<file path="src/hdl/kmd_ram.sv">
// Generic single-write, single-read RAM with registered read data.
`default_nettype none
module kmd_ram #(
  parameter int WIDTH = 8,
  parameter int DEPTH = 16
) (
  input  wire  logic                                   clk,
  input  wire  logic                                   we,
  input  wire  logic [(DEPTH > 1 ? $clog2(DEPTH) : 1)-1:0] waddr,
  input  wire  logic [WIDTH-1:0]                       wdata,
  input  wire  logic [(DEPTH > 1 ? $clog2(DEPTH) : 1)-1:0] raddr,
  output logic       [WIDTH-1:0]                       rdata
);

  logic [WIDTH-1:0] mem [DEPTH];

  always_ff @(posedge clk) begin
    if (we) begin
      mem[waddr] <= wdata;
    end
    rdata <= mem[raddr];
  end

endmodule
`default_nettype wire

</file>
<file path="config.mk">
export PLATFORM = sky130hd
export DESIGN_NAME = kmd_ram
export DESIGN_NICKNAME = d
export VERILOG_FILES = /design/src/hdl/kmd_ram.sv
export SDC_FILE = /design/constraint.sdc
export NUM_CORES = 1
export LEC_CHECK = 0
export ABC_AREA = 1
export BUFFER_PORTS_ARGS = -buffer_cell sky130_fd_sc_hd__buf_2
export CORE_ASPECT_RATIO = 1.1
export CORE_MARGIN = 2
export CORE_UTILIZATION = 55
export CTS_CLUSTER_SIZE = 8
export DETAILED_ROUTE_END_ITERATION = 6
export PLACE_DENSITY = 0.75
export SYNTH_ARGS = -nofsm -noshare
export SYNTH_HDL_FRONTEND = slang
export SYNTH_SLANG_ARGS = --single-unit
</file>
<file path="constraint.sdc">
create_clock -name clk -period 1.25 [get_ports clk]
set_clock_uncertainty 0.05 [all_clocks]
set_input_delay 0.1875 -clock clk [delete_from_list [all_inputs] [get_ports clk]]
set_output_delay 0.1875 -clock clk [all_outputs]
set_load 0.01 [all_outputs]
</file>
==> summary.md, run 1 <==
| Metric | Value |
|---|---|
| Area of the mapped netlist | `0.00577 sq mm` |
| Worst-path maximum fanout | `1` |
| Total leakage power | `0.00301 uW` |
| Logic gate share of total power | `6.4%` |
| WL final | `12.5 mm` |
| Switching power | `2200 uW` |
| Worst Hold Margin | `0.0943 ns` |
| Number of clock sinks seen by CTS | `136` |
| Number of nets in the final layout | `622` |
| Total global routing overflow | `0` |
| Largest net degree at the start of global routing | `29` |
| Via count of the first global-routing pass | `3862` |
| Async set-or-reset flop fraction in the synthesized netlist | `0%` |
| EDFF count, synth | `128` |
| Status | `finished clean` |
| Post-Syn Instances | `551` |
| Number of unique standard cell types used by synthesis | `12` |
| Effective utilization at floorplan | `56.0%` |
| Top area cells in the synthesized netlist | `sky130_fd_sc_hd__edfxtp_1, sky130_fd_sc_hd__nand2_1, sky130_fd_sc_hd__nand3_1` |
| Worst-case setup margin in the final layout | `0.121 ns` |
| Total of fill cells in the finished design | `728` |
| Proportion of netlist area held by the largest area contributor | `66.7%` |
| Cell accounting for the most synthesized area | `sky130_fd_sc_hd__edfxtp_1` |
| Number of antenna cells inserted | `0` |
| Kind of critical path | `register to register` |
| Hold Violations, Final | `0` |
| Area of the multi-input gates | `0.00121 sq mm` |
| Slew at the pin closest to its max-slew limit | `0.383 ns` |
| Register area | `0.00400 sq mm` |
| Post_cts resized | `0` |
| Clock latency of the later-clocked register in the worst-skew pair | `0.41 ns` |
| M3 GR Usage | `5.15%` |
| Final Setup Violations | `0` |
| Die Area | `0.0113 sq mm` |
| # DRC | `0` |
| Share of the yosys chip area belonging to registers | `69.4%` |
| Post-DR vias/cell | `5.18` |
| Share of total power in the clock network | `45.4%` |
| Met1 capacity usage during global routing | `32.1%` |
| Signal arrival time at the worst endpoint | `1.38 ns` |
| Post-route ant nets | `0` |
| Post-placement worst setup slack | `-0.133 ns` |
| Hold Path Class | `input pin to register` |
| Primary FF master, synth | `sky130_fd_sc_hd__edfxtp_1` |
| CP startpoint kind | `register` |
| Post-synth net total | `569` |
| Via count | `3939` |
| Worst-case headroom to the max-slew limit | `74.5%` |
| Io pins | `26` |
| Post-detail-place hpwl | `8.09 mm` |
| Data required time of the critical path | `1.50 ns` |
| First-pass GRT wire length | `19.9 mm` |
| Leading cell type by number of instances after synthesis | `sky130_fd_sc_hd__nand2_1` |
| Sequential group share of total power | `48.2%` |
| Number of standard-cell rows in the floorplan | `39` |
| First-pass DRT Iterations | `5` |
| Mean instance size in the synthesized netlist | `10.5 sq um` |
| Post-route cell area | `0.00682 sq mm` |
| Share of synthesized area spent on multiplexers | `0%` |
| Clock-pin slew of the registers on the worst-case setup and hold paths | `0.05 ns` |
| Overall Global Routing Usage | `24.0%` |
| P per Cell Area | `1560 mW/mm^2` |
| Final worst path period share | `90.3%` |
| Worst VDD drop | `0.884 mV` |
| Critical path endpoint category | `register` |
| Top post-synthesis cells by count | `sky130_fd_sc_hd__nand2_1, sky130_fd_sc_hd__edfxtp_1, sky130_fd_sc_hd__inv_1` |
| Buffers added on ports | `25` |
| Die boundary width | `102 um` |
| Routability congestion estimate from global placement | `0.900` |
| Antenna violations before repair | `0` |
| Cts bufs inserted | `17` |
| Met2 capacity usage during global routing | `37.4%` |
| Overall power of the completed layout | `10600 uW` |
| Final Max Slew Viols | `0` |
| Fraction of the mapped netlist area in simple logic gates | `21.0%` |
| Design internal power | `8440 uW` |
| CTS H-Tree Depth | `4` |
| Dpl cell area | `0.00624 sq mm` |
| XOR/XNOR Fraction of Synth Area | `0%` |
| Final min period | `1.13 ns` |
| Post-CTS repair timing setup buffer count | `0` |
| Busiest layer in global routing | `met2` |
| Average wire per cell in the routed design | `16.5 um` |
| Area Overhead vs Synth | `18.3%` |
| Adder-cell share of the synthesized area | `0%` |
| Max Clock Freq | `0.886 GHz` |
| Clock tree from TritonCTS | `yes` |
| Cell chosen for the clock root | `sky130_fd_sc_hd__clkbuf_16` |
| Die Y | `111 um` |
| Switch share | `20.7%` |
| Maximum clock insertion buffer count | `2` |
| Ratio of cells with drive above 1 in the final layout | `14.4%` |
| Complex-gate fraction of the synthesized area | `0%` |
| Max_cap viols | `0` |
| Hold bufs inserted after CTS | `0` |
| 1st-iter DRT viols | `330` |
| Core area | `0.0103 sq mm` |
| Number of warnings reported in the yosys synthesis log | `0` |
| Main combinational cell family by area after synthesis | `simple AND/OR/NAND/NOR gates` |
| Setup repair after global routing missed its margin | `no` |
| Seq cells post-synth | `136` |
[routing by layer]
layer / wire (um) / vias to the layer above
li1: - / 1882
met1: 5170 / 1863
met2: 6140 / 166
met3: 890 / 28
met4: 326 / 0
met5: 0 / -
[state kept, by name (all words and copies together) (netlist names)]
| signal | count |
|---|---|
| mem | 128 |
| rdata | 8 |
[stage by stage]
| step | util (%) | cells | TNS, ns |
|---|---|---|---|
| 2_1_floorplan | - | 551 | 0 |
| 3_3_place_gp | 60.6 | 728 | -0.298 |
| 3_5_place_dp | 60.6 | 728 | -0.861 |
| 4_1_cts | 66.3 | 760 | 0 |
| 5_1_grt | 66.3 | 760 | 0 |
| 6_report | 66.3 | 760 | 0 |
[cell usage in the layout (no fill, tap or decap), drive strengths merged]
| master | count |
|---|---|
| edfxtp | 128 |
| clkinvlp | 1 |
| nand3 | 97 |
| clkbuf | 22 |
| nand3b | 2 |
| buf | 58 |
| inv | 102 |
| nand2 | 173 |
| dfxtp | 8 |
| clkinv | 7 |
| nor2 | 17 |
| bufinv | 2 |
[final cells by class]
type	count	area share (%)
well taps	143	2.62
inverters	102	5.61
repair buffers	58	6.75
clock inverters	10	1.47
flip-flops and latches	136	58.7
multi-input cells	289	17.8
clock buffers	22	7.10
[worst paths after layout]
| path | start | end | slack, ns | cells after the start |
|---|---|---|---|---|
| setup reg to reg | mem[1][7]$_DFFE_PP_ | rdata[7]$_DFF_P_ | 0.12 | 6 |
| setup / recovery | mem[1][7]$_DFFE_PP_ | rdata[7]$_DFF_P_ | 0.12 | 6 |
| hold reg to reg | mem[12][2]$_DFFE_PP_ | rdata[2]$_DFF_P_ | 0.63 | 6 |
| hold / removal | raddr[2] | rdata[1]$_DFF_P_ | 0.09 | 4 |
[worst max-delay path, stage by stage, from the launching register on]
cell and delay (ns):
sky130_fd_sc_hd__edfxtp_1 0.39, sky130_fd_sc_hd__inv_1 0.09, sky130_fd_sc_hd__nand2_1 0.05, sky130_fd_sc_hd__nand3_1 0.08
sky130_fd_sc_hd__nand3_1 0.12, sky130_fd_sc_hd__nand3_1 0.18, sky130_fd_sc_hd__nand2_1 0.08
[cell families (layout without fill, tap and decap cells)]
| kind of cell | after synthesis | after routing |
|---|---|---|
| flops | 136 | 136 |
| simple gates | 289 | 289 |
| buf+inv | 126 | 192 |
[power by group through the flow]
stage	combinational (uW)	sequential (uW)	clock, uW
3_5_place_dp	676	5220	0
6_report	686	5130	4830
5_1_grt	753	5140	5050
3_3_place_gp	658	5220	0
2_1_floorplan	360	5230	0
4_1_cts	685	5130	4870
Note: power is estimated with default switching activity, not from simulation.
==> inputs of run 2 (changes only) <==
--- a/config.mk
+++ b/config.mk
@@ -7,12 +7,12 @@
 export LEC_CHECK = 0
 export ABC_AREA = 1
 export BUFFER_PORTS_ARGS = -buffer_cell sky130_fd_sc_hd__buf_2
-export CORE_ASPECT_RATIO = 1.1
-export CORE_MARGIN = 2
+export CORE_MARGIN = 4
 export CORE_UTILIZATION = 55
 export CTS_CLUSTER_SIZE = 8
 export DETAILED_ROUTE_END_ITERATION = 6
 export PLACE_DENSITY = 0.75
+export REMOVE_ABC_BUFFERS = 1
 export SYNTH_ARGS = -nofsm -noshare
 export SYNTH_HDL_FRONTEND = slang
 export SYNTH_SLANG_ARGS = --single-unit
==> summary.md, run 2 (synthesized netlist as in run 1, its figures left out) <==
| Metric | Value |
|---|---|
| Status | `finished clean` |
| Clock-pin slew of the registers on the worst-case setup and hold paths | `0.06 ns (about the same)` |
| Worst-case headroom to the max-slew limit | `75.6% (+1.2 points)` |
| Crit Reg-Reg Endpoint | `rdata[3]$_DFF_P_` |
| Cts bufs inserted | `17 (unchanged)` |
| Via count | `3928 (-0.28%)` |
| Logic gate share of total power | `5.5% (-0.9 points)` |
| Data required time of the critical path | `1.01 ns (-0.49 ns)` |
| Cell with the largest stage delay on the worst path | `sky130_fd_sc_hd__dfxtp_2` |
| Setup repair after global routing missed its margin | `yes` |
| Core area | `0.0103 sq mm (-0.18%)` |
| Worst Hold Margin | `0.0226 ns (-0.0716 ns)` |
| Critical path endpoint category | `primary output` |
| Number of nets in the final layout | `619 (-0.48%)` |
| Cell family with the largest share of critical-path delay | `flip-flops` |
| Worst VDD drop | `0.963 mV (+9.0%)` |
| Largest net degree at the start of global routing | `48 (+66%)` |
| Max_cap viols | `0 (unchanged)` |
| Final Setup Violations | `0 (unchanged)` |
| Kind of critical path | `register to primary output` |
| Total of fill cells in the finished design | `712 (-2.2%)` |
| Top sig layer | `met4` |
| Die Y | `110 um (-0.90%)` |
| Overall Global Routing Usage | `22.1% (-1.9 points)` |
| Post-route ant nets | `0 (unchanged)` |
| Design internal power | `9530 uW (+13%)` |
| Via count of the first global-routing pass | `3798 (-1.7%)` |
| Clock latency of the later-clocked register in the worst-skew pair | `0.52 ns (+0.11 ns)` |
| Post-route cell area | `0.00691 sq mm (+1.3%)` |
| Most frequent cells in the layout | `sky130_fd_sc_hd__nand2_1, sky130_fd_sc_hd__edfxtp_1, sky130_fd_sc_hd__inv_1` |
| Final worst path period share | `97.5% (+7.2 points)` |
| Worst-path maximum fanout | `1 (unchanged)` |
| 1st-iter DRT viols | `480 (+45%)` |
| Register-to-Register Setup Slack | `0.18 ns (+0.06 ns)` |
| Worst Hold Path Cells | `1 (-3)` |
| P per Cell Area | `1710 mW/mm^2 (+9.6%)` |
| Number of standard-cell rows in the floorplan | `37 (-5.1%)` |
| # DRC | `0 (unchanged)` |
| WL final | `12.4 mm (-1.3%)` |
| Clock tree from TritonCTS | `yes` |
| Routed wl met2 | `5.91 mm (-3.7%)` |
| Flip-flop count of the largest register after layout | `128 (unchanged)` |
| Met3 routed wirelength | `955 um (+7.3%)` |
| First-pass DRT Iterations | `5 (unchanged)` |
| Area Overhead vs Synth | `19.8%` |
| Met1 Wirelength | `5.13 mm (-0.72%)` |
| Ratio of cells with drive above 1 in the final layout | `14.8% (+0.40 points)` |
| Overall power of the completed layout | `11800 uW (+11%)` |
| Hold bufs inserted after CTS | `0 (unchanged)` |
| Slew at the pin closest to its max-slew limit | `0.365 ns (-0.0178 ns)` |
| Io pins | `26 (unchanged)` |
| Antenna violations before repair | `0 (unchanged)` |
| Worst min-delay path startpoint | `wdata[4]` |
| R2r startpoint | `mem[7][3]$_DFFE_PP_` |
| Switching power | `2280 uW (+3.5%)` |
| Cell chosen for the clock root | `sky130_fd_sc_hd__clkbuf_8` |
| Final Max Slew Viols | `0 (unchanged)` |
| Most flops, register | `mem` |
| Max Clock Freq | `0.820 GHz (-7.4%)` |
| Post-CTS repair timing setup buffer count | `0 (unchanged)` |
| CTS H-Tree Depth | `4 (unchanged)` |
| Post-DR vias/cell | `5.24 (+1.1%)` |
| Min-Delay Endpoint | `mem[7][4]$_DFFE_PP_` |
| Number of buffer and inverter stages on the critical path | `1 (unchanged)` |
| Share of total power in the clock network | `51.0% (+5.6 points)` |
| First-pass GRT wire length | `19.5 mm (-2.3%)` |
| Stage delay of the slowest cell on the critical path | `0.35 ns (-0.04 ns)` |
| Regs by FF count | `mem (128), rdata (8)` |
| Hold Path Class | `input pin to register` |
| Hold Violations, Final | `0 (unchanged)` |
| Post-route insts no fill | `750 (-1.3%)` |
| Total leakage power | `0.00304 uW (+1.1%)` |
| Effective utilization at floorplan | `56.1% (+0.10 points)` |
| Switch share | `19.3% (-1.4 points)` |
| Final min period | `1.22 ns (+0.0901 ns)` |
| Number of antenna cells inserted | `0 (unchanged)` |
| Die boundary width | `110 um (+8.6%)` |
| Number of clock sinks seen by CTS | `136 (unchanged)` |
| Ordered cell list for the critical path | `buf_6` |
| Buffers added on ports | `25 (unchanged)` |
| Post-detail-place hpwl | `7.75 mm (-4.2%)` |
| Number of placed instances with taps included | `718 (-1.4%)` |
| Worst Reg2Reg Path Length in Cells | `6 (unchanged)` |
| Aggregate negative setup slack | `0 ns (unchanged)` |
| CP startpoint kind | `register` |
| Routability congestion estimate from global placement | `0.856 (-4.9%)` |
| Maximum clock insertion buffer count | `2 (unchanged)` |
| Die Area | `0.0122 sq mm (+7.6%)` |
| Signal arrival time at the worst endpoint | `0.98 ns (-0.40 ns)` |
| Area of the multi-input gates | `0.00121 sq mm (unchanged)` |
| Dpl cell area | `0.00617 sq mm (-1.1%)` |
| Sequential group share of total power | `43.5% (-4.7 points)` |
| Leading cell type in the layout, fill and taps excluded | `sky130_fd_sc_hd__nand2_1` |
| Total global routing overflow | `0 (unchanged)` |
| Average wire per cell in the routed design | `16.5 um (about the same)` |
| Register area | `0.00401 sq mm (about the same)` |
## run 2: routing by layer
| metal | track usage [%] | vias to the layer above |
|---|---|---|
| met5 | 0 | - |
| met4 | 9.94 | 0 |
| met3 | 5.71 | 28 |
| met2 | 35.1 | 206 |
| met1 | 28.8 | 1826 |
| li1 | - | 1868 |
## run 2: area by class of cell
cell class	count	area share [%]
clock buffers	21	6.64
clock inverters	11	3.82
inverters	102	5.54
multi-input cells	289	17.6
flip-flops and latches	136	58.0
well taps	136	2.46
repair buffers	55	5.98
## run 2: worst max-delay path by stage
stage	start	to	slack, ns	depth (start not counted)
floorplan	raddr[0]	rdata[2]$_DFF_P_	0.03	6
CTS	rdata[3]$_DFF_P_	rdata[3]	0.007	1
detailed placement	we	mem[14][0]$_DFFE_PP_	-0.08	4
global route	rdata[7]$_DFF_P_	rdata[7]	-0.003	1
global placement	waddr[0]	mem[14][3]$_DFFE_PP_	-0.05	5
finish	rdata[7]$_DFF_P_	rdata[7]	0.03	1
## run 2: power groups by stage
stage / sequential, uW / combinational [uW] / clock, uW
6_report: 5130 / 653 / 6020
5_1_grt: 5140 / 728 / 6240
4_1_cts: 5130 / 648 / 6060
3_5_place_dp: 5220 / 635 / 0
3_3_place_gp: 5220 / 619 / 0
2_1_floorplan: 5230 / 275 / 0
## run 2: per-stage QoR
step                util, %  setup WS [ns]
floorplan                 -         0.0320
global placement       60.0        -0.0512
detailed placement     60.0        -0.0810
CTS                    67.2        0.00697
global route           67.2       -0.00282
finish                 67.2         0.0307
## run 2: repair_timing
action	4_1_cts	5_1_grt
gates cloned	0	0
gates resized for setup	2	3
endpoints found under the setup margin	1	3
